===== src/rtl/core/nls_pkg.sv =====
// Package for the nop label search block: widths, defaults, queue entry, result and
// handshake types. No dependencies.
`default_nettype none
package nls_pkg;
    localparam int MemDepthDefault = 256;
    localparam int MaxLabelDefault = 10;
    localparam int AddrW = 8;
    localparam int OpcW = 6;
    localparam int SizeW = 9;
    localparam int LenW = 4;
    localparam int NopsW = 20;
    localparam int CfgAddrW = 2;
    localparam logic [2:0] NopCountReset = 3'd3;
    localparam logic [0:0] OpWrite = 1'b0;
    localparam logic [0:0] OpSearch = 1'b1;
    localparam logic [CfgAddrW-1:0] RegNopCount = 2'd0;

    typedef struct packed {
        logic             operation;
        logic [AddrW-1:0] address;
        logic [OpcW-1:0]  opcode;
        logic [SizeW-1:0] mem_size;
        logic [AddrW-1:0] head_pos;
        logic             backward;
        logic [LenW-1:0]  label_len;
        logic [NopsW-1:0] label_nops;
    } item_t;

    typedef struct packed {
        logic             found;
        logic [AddrW-1:0] new_pos;
    } result_t;

    typedef struct packed {
        logic valid;
        logic ready;
    } hs_t;
endpackage
`default_nettype wire


===== src/rtl/core/nls_stream_if.sv =====
// Valid/ready channel interface carrying one payload of type T.
// Depends on nothing beyond the payload type handed in.
`default_nettype none
interface nls_stream_if #(parameter type T = logic) ();
    logic valid;
    logic ready;
    T     payload;
    modport source (output valid, output payload, input ready);
    modport sink (input valid, input payload, output ready);
endinterface
`default_nettype wire


===== src/rtl/core/nls_front.sv =====
// Front part: accepts items, saturates lengths and sizes, and queues them.
// Depends on nls_pkg.
`default_nettype none
module nls_front #(
    parameter int MEM_DEPTH = nls_pkg::MemDepthDefault,
    parameter int MAX_LABEL = nls_pkg::MaxLabelDefault
) (
    input  wire logic          clk,
    input  wire logic          rst_n,
    input  wire logic          in_valid,
    output logic               in_ready,
    input  wire nls_pkg::item_t in_item,
    output nls_pkg::hs_t       q_hs,
    input  wire logic          q_pop,
    output nls_pkg::item_t     q_item
);
    nls_pkg::item_t q_reg [2];
    logic wp_reg, wp_next, rp_reg, rp_next;
    logic [1:0] cnt_reg, cnt_next;
    nls_pkg::item_t norm;
    logic push;

    always_comb
    begin
        norm = in_item;
        if (32'(in_item.mem_size) > MEM_DEPTH)
            norm.mem_size = nls_pkg::SizeW'(MEM_DEPTH);
        if (32'(in_item.label_len) > MAX_LABEL)
            norm.label_len = nls_pkg::LenW'(MAX_LABEL);
    end

    assign in_ready = cnt_reg != 2'd2;
    assign push = in_valid && in_ready;
    assign q_hs.valid = cnt_reg != 2'd0;
    assign q_hs.ready = in_ready;
    assign q_item = q_reg[rp_reg];

    always_comb
    begin
        wp_next = wp_reg ^ push;
        rp_next = rp_reg ^ (q_pop && q_hs.valid);
        cnt_next = cnt_reg + {1'b0, push} - {1'b0, q_pop && q_hs.valid};
    end

    always_ff @(posedge clk)
    begin
        if (push)
            q_reg[wp_reg] <= norm;
    end

    always_ff @(posedge clk or negedge rst_n)
    begin
        if (!rst_n)
        begin
            wp_reg <= 1'b0;
            rp_reg <= 1'b0;
            cnt_reg <= 2'd0;
        end
        else
        begin
            wp_reg <= wp_next;
            rp_reg <= rp_next;
            cnt_reg <= cnt_next;
        end
    end
endmodule
`default_nettype wire


===== src/rtl/core/nls_back.sv =====
// Back part: code memory and the label scan sequencer, one read per cycle.
// Depends on nls_pkg.
`default_nettype none
module nls_back #(
    parameter int MEM_DEPTH = nls_pkg::MemDepthDefault,
    parameter int MAX_LABEL = nls_pkg::MaxLabelDefault
) (
    input  wire logic           clk,
    input  wire logic           rst_n,
    input  wire logic [2:0]     nop_count,
    input  wire logic           q_valid,
    output logic                q_pop,
    input  wire nls_pkg::item_t q_item,
    output logic                out_valid,
    input  wire logic           out_ready,
    output nls_pkg::result_t    out_res
);
    localparam int AW = $clog2(MEM_DEPTH);
    localparam int PW = AW + 3;
    localparam int LW = $clog2(MAX_LABEL + 1);
    localparam int SW0 = nls_pkg::SizeW > AW + 1 ? nls_pkg::SizeW : AW + 1;
    localparam logic signed [PW-1:0] One = PW'(1);

    typedef enum logic [6:0] {
        S_IDLE  = 7'b0000001,
        S_PROBE = 7'b0000010,
        S_LO    = 7'b0000100,
        S_HI    = 7'b0001000,
        S_SLIDE = 7'b0010000,
        S_WAIT  = 7'b0100000,
        S_OUT   = 7'b1000000
    } state_t;

    state_t state_reg, state_next;
    logic [nls_pkg::OpcW-1:0] mem [MEM_DEPTH];
    logic [nls_pkg::OpcW-1:0] rd_reg;
    logic [AW-1:0] raddr;
    logic signed [PW-1:0] pos_reg, pos_next, lo_reg, lo_next, hi_reg, hi_next;
    logic signed [PW-1:0] off_reg, off_next, lim_reg, lim_next;
    logic [LW-1:0] m_reg, m_next;
    logic [LW-1:0] len_reg;
    logic [nls_pkg::NopsW-1:0] nops_reg;
    logic [nls_pkg::AddrW-1:0] head_reg;
    logic back_reg;
    logic [SW0-1:0] size_reg;
    logic found_reg, found_next;
    logic [nls_pkg::AddrW-1:0] npos_reg, npos_next;
    logic load;
    logic is_nop;
    logic [1:0] lab_m;
    logic [4:0] sh;
    logic signed [PW-1:0] lenx, headx, sizex, sel_pos;

    assign lenx = PW'(len_reg);
    assign headx = PW'(head_reg);
    assign sizex = PW'(size_reg);
    assign is_nop = {1'b0, rd_reg} < {4'b0, nop_count};
    assign sh = 5'({m_reg, 1'b0});
    assign lab_m = (32'(m_reg) < nls_pkg::NopsW / 2) ? nops_reg[sh +: 2] : 2'd0;
    assign load = state_reg == S_IDLE && q_valid;
    assign q_pop = load;
    assign out_valid = state_reg == S_OUT;
    assign out_res.found = found_reg;
    assign out_res.new_pos = npos_reg;

    always_ff @(posedge clk)
    begin
        if (load && q_item.operation == nls_pkg::OpWrite
            && (AW >= nls_pkg::AddrW || 32'(q_item.address) < MEM_DEPTH))
            mem[AW'(q_item.address)] <= q_item.opcode;
        rd_reg <= mem[raddr];
        if (load)
        begin
            len_reg <= LW'(q_item.label_len);
            nops_reg <= q_item.label_nops;
            head_reg <= q_item.head_pos;
            back_reg <= q_item.backward;
            size_reg <= SW0'(q_item.mem_size);
        end
        pos_reg <= pos_next;
        lo_reg <= lo_next;
        hi_reg <= hi_next;
        off_reg <= off_next;
        lim_reg <= lim_next;
        m_reg <= m_next;
        found_reg <= found_next;
        npos_reg <= npos_next;
    end

    always_comb
    begin
        state_next = state_reg;
        pos_next = pos_reg;
        lo_next = lo_reg;
        hi_next = hi_reg;
        off_next = off_reg;
        lim_next = lim_reg;
        m_next = m_reg;
        found_next = found_reg;
        npos_next = npos_reg;
        sel_pos = pos_reg;
        case (state_reg)
            S_IDLE:
            begin
                if (q_valid && q_item.operation == nls_pkg::OpSearch)
                begin
                    found_next = 1'b0;
                    npos_next = q_item.head_pos;
                    if (q_item.label_len == '0
                        || {1'b0, q_item.head_pos} >= q_item.mem_size)
                        state_next = S_OUT;
                    else
                    begin
                        state_next = S_WAIT;
                        if (q_item.backward)
                        begin
                            lim_next = PW'(q_item.head_pos) - PW'(q_item.label_len);
                            pos_next = lim_next - PW'(q_item.label_len);
                        end
                        else
                        begin
                            lim_next = PW'(q_item.mem_size);
                            pos_next = PW'(q_item.head_pos) + PW'(q_item.label_len);
                        end
                        m_next = '0;
                    end
                end
                sel_pos = pos_next;
            end
            S_WAIT:
            begin
                if ((back_reg && pos_reg < 0) || (!back_reg && pos_reg >= sizex))
                    state_next = S_OUT;
                else
                    state_next = S_PROBE;
                sel_pos = pos_reg;
            end
            S_PROBE:
            begin
                if (is_nop)
                begin
                    lo_next = pos_reg;
                    hi_next = pos_reg + One;
                    state_next = S_LO;
                    sel_pos = pos_reg - One;
                end
                else
                begin
                    pos_next = back_reg ? pos_reg - lenx : pos_reg + lenx;
                    state_next = S_WAIT;
                    sel_pos = pos_next;
                end
            end
            S_LO:
            begin
                if (lo_reg > (back_reg ? PW'(0) : headx) && is_nop)
                begin
                    lo_next = lo_reg - One;
                    sel_pos = lo_reg - One - One;
                    if (lo_reg - One <= (back_reg ? PW'(0) : headx))
                        sel_pos = hi_reg;
                end
                else
                begin
                    state_next = S_HI;
                    sel_pos = hi_reg;
                end
                if (state_next == S_LO && sel_pos == hi_reg)
                    state_next = S_HI;
            end
            S_HI:
            begin
                if (hi_reg < lim_reg && is_nop)
                begin
                    hi_next = hi_reg + One;
                    sel_pos = hi_reg + One;
                end
                else
                begin
                    off_next = lo_reg;
                    m_next = '0;
                    state_next = S_SLIDE;
                    sel_pos = lo_reg;
                end
            end
            default:
            begin
                if (state_reg == S_SLIDE)
                begin
                    if (off_reg + lenx > hi_reg)
                    begin
                        pos_next = back_reg ? lo_reg - One - lenx : hi_reg + lenx;
                        state_next = S_WAIT;
                        sel_pos = pos_next;
                    end
                    else if (m_reg == len_reg)
                    begin
                        found_next = 1'b1;
                        npos_next = nls_pkg::AddrW'(hi_reg - One);
                        state_next = S_OUT;
                    end
                    else if ({4'b0, rd_reg[nls_pkg::OpcW-1:0]} == {8'b0, lab_m})
                    begin
                        m_next = m_reg + 1'b1;
                        sel_pos = off_reg + PW'(m_reg) + One;
                    end
                    else
                    begin
                        off_next = off_reg + One;
                        m_next = '0;
                        sel_pos = off_reg + One;
                    end
                end
                else if (out_ready)
                    state_next = S_IDLE;
            end
        endcase
        raddr = AW'(sel_pos);
    end

    always_ff @(posedge clk or negedge rst_n)
    begin
        if (!rst_n)
            state_reg <= S_IDLE;
        else
            state_reg <= state_next;
    end
endmodule
`default_nettype wire


===== src/rtl/core/nop_label_search.sv =====
// Nop label search top level: APB register, front queue and scan back end.
// A write is stored in the code memory when it reaches an idle back end; a search
// with an empty label or a head outside memory gives a not-found result without a
// scan, else the back end probes for nops, extends each nop run and compares the
// label. Throughput: one item in the back end at a time, with up to two more held
// in the queue. Reset: rst_n asynchronous active low clears control and sets
// nop_count to 3; the code memory is not cleared.
`default_nettype none
module nop_label_search #(
    parameter int MEM_DEPTH = nls_pkg::MemDepthDefault,
    parameter int MAX_LABEL = nls_pkg::MaxLabelDefault
) (
    input  wire logic                    clk,
    input  wire logic                    rst_n,
    nls_stream_if.sink                   in_ch,
    nls_stream_if.source                 out_ch,
    input  wire logic                    psel,
    input  wire logic                    penable,
    input  wire logic                    pwrite,
    input  wire logic [nls_pkg::CfgAddrW-1:0] paddr,
    input  wire logic [31:0]             pwdata,
    output logic [31:0]                  prdata,
    output logic                         pready
);
    logic [2:0] nop_count_reg;
    nls_pkg::hs_t q_hs;
    logic q_pop;
    nls_pkg::item_t q_item;
    logic in_ready_w;

    assign pready = 1'b1;
    assign prdata = (paddr == nls_pkg::RegNopCount) ? {29'b0, nop_count_reg} : 32'b0;

    always_ff @(posedge clk or negedge rst_n)
    begin
        if (!rst_n)
            nop_count_reg <= nls_pkg::NopCountReset;
        else if (psel && penable && pwrite && paddr == nls_pkg::RegNopCount)
            nop_count_reg <= pwdata[2:0];
    end

    nls_front #(.MEM_DEPTH(MEM_DEPTH), .MAX_LABEL(MAX_LABEL)) u_front (
        .clk(clk), .rst_n(rst_n),
        .in_valid(in_ch.valid), .in_ready(in_ready_w), .in_item(in_ch.payload),
        .q_hs(q_hs), .q_pop(q_pop), .q_item(q_item)
    );
    assign in_ch.ready = in_ready_w;

    nls_back #(.MEM_DEPTH(MEM_DEPTH), .MAX_LABEL(MAX_LABEL)) u_back (
        .clk(clk), .rst_n(rst_n), .nop_count(nop_count_reg),
        .q_valid(q_hs.valid), .q_pop(q_pop), .q_item(q_item),
        .out_valid(out_ch.valid), .out_ready(out_ch.ready), .out_res(out_ch.payload)
    );

`ifndef SYNTH
    a_pop_needs_data: assert property (@(posedge clk) disable iff (!rst_n)
        q_pop |-> q_hs.valid) else $error("queue popped while empty");
    a_out_hold: assert property (@(posedge clk) disable iff (!rst_n)
        out_ch.valid && !out_ch.ready |=> out_ch.valid) else $error("result dropped");
    a_no_pop_on_out: assert property (@(posedge clk) disable iff (!rst_n)
        out_ch.valid |-> !q_pop) else $error("pop while result pending");
`endif
endmodule
`default_nettype wire

===== src/flat_wrapper.sv =====
// flat-port wrapper written by rule: the top's interface ports become plain ports
module nop_label_search_flat 
#(
    parameter int MEM_DEPTH = nls_pkg::MemDepthDefault,
    parameter int MAX_LABEL = nls_pkg::MaxLabelDefault
)
  (clk, rst_n, psel, penable, pwrite, paddr, pwdata, prdata, pready, in_ch_valid, in_ch_payload, in_ch_ready, out_ch_valid, out_ch_payload, out_ch_ready);
  nls_stream_if in_ch_i ();
  nls_stream_if out_ch_i ();
  input  wire logic clk;
  input  wire logic rst_n;
  input  wire logic psel;
  input  wire logic penable;
  input  wire logic pwrite;
  input  wire logic [nls_pkg::CfgAddrW-1:0] paddr;
  input  wire logic [31:0] pwdata;
  output logic [31:0] prdata;
  output logic pready;
  input wire logic [$bits(in_ch_i.valid)-1:0] in_ch_valid;
  input wire logic [$bits(in_ch_i.payload)-1:0] in_ch_payload;
  output wire logic [$bits(in_ch_i.ready)-1:0] in_ch_ready;
  output wire logic [$bits(out_ch_i.valid)-1:0] out_ch_valid;
  output wire logic [$bits(out_ch_i.payload)-1:0] out_ch_payload;
  input wire logic [$bits(out_ch_i.ready)-1:0] out_ch_ready;
  assign in_ch_i.valid = in_ch_valid;
  assign in_ch_i.payload = in_ch_payload;
  assign in_ch_ready = in_ch_i.ready;
  assign out_ch_valid = out_ch_i.valid;
  assign out_ch_payload = out_ch_i.payload;
  assign out_ch_i.ready = out_ch_ready;
  nop_label_search #(.MEM_DEPTH(MEM_DEPTH), .MAX_LABEL(MAX_LABEL)) u_core (.clk(clk), .rst_n(rst_n), .in_ch(in_ch_i), .out_ch(out_ch_i), .psel(psel), .penable(penable), .pwrite(pwrite), .paddr(paddr), .pwdata(pwdata), .prdata(prdata), .pready(pready));
endmodule

===== config.mk =====
export PLATFORM = sky130hd
export DESIGN_NAME = nop_label_search_flat
export DESIGN_NICKNAME = d
export VERILOG_FILES = /design/src/rtl/core/nls_pkg.sv /design/src/rtl/core/nls_stream_if.sv /design/src/rtl/core/nls_front.sv /design/src/rtl/core/nls_back.sv /design/src/rtl/core/nop_label_search.sv /design/src/flat_wrapper.sv
export SDC_FILE = /design/constraint.sdc
export NUM_CORES = 1
export LEC_CHECK = 0
export BUFFER_PORTS_ARGS = -buffer_cell sky130_fd_sc_hd__buf_2
export CAP_MARGIN = 20
export CORE_AREA = 2 2 97 99
export DETAILED_ROUTE_END_ITERATION = 8
export DIE_AREA = 0 0 99 101
export PLACE_DENSITY = 0.76
export SLEW_MARGIN = 20
export SYNTH_ARGS = -nofsm -noshare
export SYNTH_HDL_FRONTEND = slang
export SYNTH_SLANG_ARGS = --single-unit

===== constraint.sdc =====
create_clock -name clk -period 3.95 [get_ports clk]
set_input_delay 0.9875 -clock clk [delete_from_list [all_inputs] [get_ports clk]]
set_output_delay 0.9875 -clock clk [all_outputs]
set_load 0.02 [all_outputs]

==> flow_summary_export.csv <==
group,metric,value,unit
grt,grtUsageTotal,18.2,%
placement,pre_cts_ws,0.684,ns
floorplan,die_w,99,um
setup_path,arrival,3.46,ns
yosys,ys_ff_latch,66,
clocking,ctsHoldBuffers,0,
sta,tns,0,ns
setup_path,reg2reg_depth,10,
yosys,synth_top_family_by_area,"simple AND/OR/NAND/NOR gates",
placement,gp_congestion,0.881,
clocking,clock-sinks,66,
routing,dr.pass1.iters,4,
job,maxCapViolCount,0,
yosys,syn-cell-area,4370,sq um
grt,gr-total-overflow,0,
power,p_sw,0.000481,W
setup_path,critical-path-max-stage-delay,0.61,ns
cells_and_area,register_area,1920,sq um
floorplan,die_y,101,um
clocking,cts_buffers,9,
routing,wl,8560,um
grt,grt_pass1_wl,14400,um
cells_and_area,fin_nets,515,
power,peakVddDrop,0.000337,V
clocking,clkSlewWorstSetupHoldPaths,0.08,ns
sta,hold_viol_final,0,
sta,slew_headroom,52.3,%
clocking,cts_setup_buffers,0,
sta,max_slew.worst_pin.slew,0.708,ns
placement,io_buffer_count,18,
setup_path,endpoint_kind,"register",
power,pwr-share-seq,46.4,%
grt,first_global_vias,3076,
yosys,synthXorXnorAreaFrac,9.64,%
clocking,cts_tree,"done",
cells_and_area,insertedDiodeCount,0,
power,p_sw_share,26.4,%
grt,grt_max_degree,30,
clocking,cts-resized-gates,0,
floorplan,ioPinCount,78,
cells_and_area,layout_common_cells,"52 x edfxtp_1, 40 x nand2_1, 30 x conb_1",
yosys,yosys.cell_types.count,58,
yosys,synth_cells,432,
routing,drc,0,
floorplan,dieArea,10000,sq um
power,p_leak,1.93,nW
sta,min_period,3.42,ns
sta,rsz0062_at_grt,"no",
setup_path,ff2ff_setup_slack,0.53,ns
yosys,synth_edf_count,52,
setup_path,critPathSlowestCell,"o21ai_0",
power,clockPowerShare,38.3,%
setup_path,critPathMaxFanout,11,
routing,antenna_left,0,
cells_and_area,fillers,792,
routing,vias,3104,
floorplan,initial_core_util,48.7,%
yosys,yosys_warnings,0,
yosys,yosysSeqAreaShare,43.8,%
sta,finClkSkew,0.00870,ns
cells_and_area,multi_input_area,2170,sq um
clocking,root_buffer,"clkbuf_8",
power,internal-power,0.00134,W
sta,final_max_slew_viol_count,0,
setup_path,cp_data_required_time,4.00,ns
yosys,syn_area_per_cell,10.1,sq um
power,comb_power_share,15.3,%
clocking,htreeDepth,3,
yosys,synth_ff_type,"edfxtp_1",
yosys,async_flop_share,21.2,%
clocking,clock_latency,0.35,ns
routing,wl_per_cell,15.1,um
sta,final-setup-viol-count,0,
placement,dpl.hpwl,6440,um
yosys,synth_fa_ha_area_share,6.29,%
min_path,hold_class,"register to register",
setup_path,r2r-end,"u_core.u_back.off_reg[5]",
cells_and_area,layout-drive-gt1-share,13.4,%
routing,first_iter_violations,193,
min_path,hold_path_end,"u_core.u_front.rp_reg",
power,powerDensity,388,nW/um^2
yosys,synth-simple-area-share,16.8,%
floorplan,core_area,8980,sq um
min_path,holdPathStages,1,
run_status,status,"completed",
yosys,synth_compound_area_share,9.90,%
grt,antenna_found_initial,0,
clocking,cts_buffer_depth,2,
yosys,synthMuxAreaShare,4.12,%
routing,vias_per_cell,5.47,
cells_and_area,layout_commonest_cell,"edfxtp_1",
floorplan,placementRows,35,
setup_path,crit_path_cell_trace,"inv_1 -> ha_1 -> a21o_1 -> a2111oi_0 -> o211ai_1 -> o21ai_0 -> nor2b_1 -> a31oi_1 -> nor2_1 -> buf_4",
setup_path,start_kind,"register",
sta,fin_ws,0.533,ns
sta,max_freq,293,MHz
setup_path,reg2reg_from,"u_core.u_back.hi_reg[8]",
cells_and_area,syn_to_final_growth,7.47,%
setup_path,worst-setup-path-type,"register to register",
sta,post-route-period-util,86.5,%
min_path,hp-start,"u_core.u_front.rp_reg",
## synth_stat cells (3+ instances only)
master	instances	area (sq um)
nand3b_1	5	37.5
dfrtp_1	11	275
nor2_1	22	82.6
o211ai_1	3	22.5
edfxtp_1	52	1560
or3_1	5	31.3
or2_2	5	31.3
nor3_1	12	60.1
ha_1	22	275
and3_1	9	56.3
and2_1	3	18.8
mux2i_1	9	90.1
dfstp_2	3	78.8
buf_2	5	25.0
xor2_1	17	149
nand4_1	6	37.5
mux2_2	6	67.6
a21o_1	4	30.0
nand2b_1	4	25.0
nand3_1	12	60.1
xnor2_1	26	228
nand2_1	40	150
nor2b_1	3	18.8
a21oi_1	12	60.1
clkbuf_1	5	18.8
inv_1	29	109
o21ai_0	25	125
a31oi_1	5	31.3
nor4_1	3	18.8
buf_4	30	225
## kinds of logic after synthesis
logic type               after synthesis
buffers and inverters                 72
other                                  2
XOR/XNOR                              45
AND/OR/NAND/NOR                      140
adder cells (fa/ha/maj)               22
flip-flops                            66
AO/OA/AOI/OAI                         69
multiplexers                          16
## per-layer routing
metal | up-vias | GRT usage (%) | wire [um]
met3 | 14 | 2.77 | 294
li1 | 1514 | - | -
met2 | 60 | 31.6 | 4290
met1 | 1516 | 22.9 | 3820
met5 | - | 0 | 0
met4 | 0 | 7.17 | 157
## stage by stage
stage | util, % | area (sq um) | std cells | hold slack, ns | power [W]
finish | 52.3 | 4700 | 567 | 0.478 | 0.00183
global route | 52.3 | 4700 | 567 | 0.506 | 0.00190
CTS | 52.3 | 4700 | 567 | 0.484 | 0.00184
detailed placement | 49.6 | 4450 | 551 | 0.469 | 0.00114
global placement | 49.6 | 4450 | 551 | 0.465 | 0.00112
floorplan | - | 4480 | 460 | 0.449 | 0.00108
## how the worst max path moves through the flow
stage,startpoint,end,depth (start not counted)
final,u_core.u_back.hi_reg[8],u_core.u_back.off_reg[5],10
after global routing,u_core.u_back.hi_reg[8],u_core.u_back.off_reg[5],10
after CTS,u_core.u_back.hi_reg[8],u_core.u_back.off_reg[2],10
after detailed placement,u_core.u_back.hi_reg[8],u_core.u_back.off_reg[8],10
after global placement,u_core.u_back.hi_reg[8],u_core.u_back.off_reg[10],10
after floorplan,u_core.u_back.state_reg[2],u_core.u_back.hi_reg[10],11
## worst max-delay path, delay by kind of cell (launching register included)
| kind | cells | cell delay [ns] |
|---|---|---|
| DFF | 1 | 0.45 |
| and+or+nand+nor | 2 | 0.40 |
| adders and majority gates | 1 | 0.27 |
| AOI/OAI and AO/OA | 5 | 1.63 |
| buffers and inverters | 2 | 0.38 |
## cell type report
cell class	count	share of cell area, %
flip-flops and latches	66	40.8
multi-input cells	322	46.1
inverters	29	2.32
repair buffers	23	2.72
well taps	111	2.96
clock inverters	6	2.45
clock buffers	10	2.72
## power by group through the flow
stage	sequential (W)	combinational (W)	clock (W)
floorplan	0.000851	0.000233	0
global placement	0.000859	0.000265	0
detailed placement	0.000862	0.000283	0
CTS	0.000847	0.000284	0.000711
global route	0.000857	0.000312	0.000731
finish	0.000847	0.000279	0.000699
Note: power is estimated with default switching activity, not from simulation.
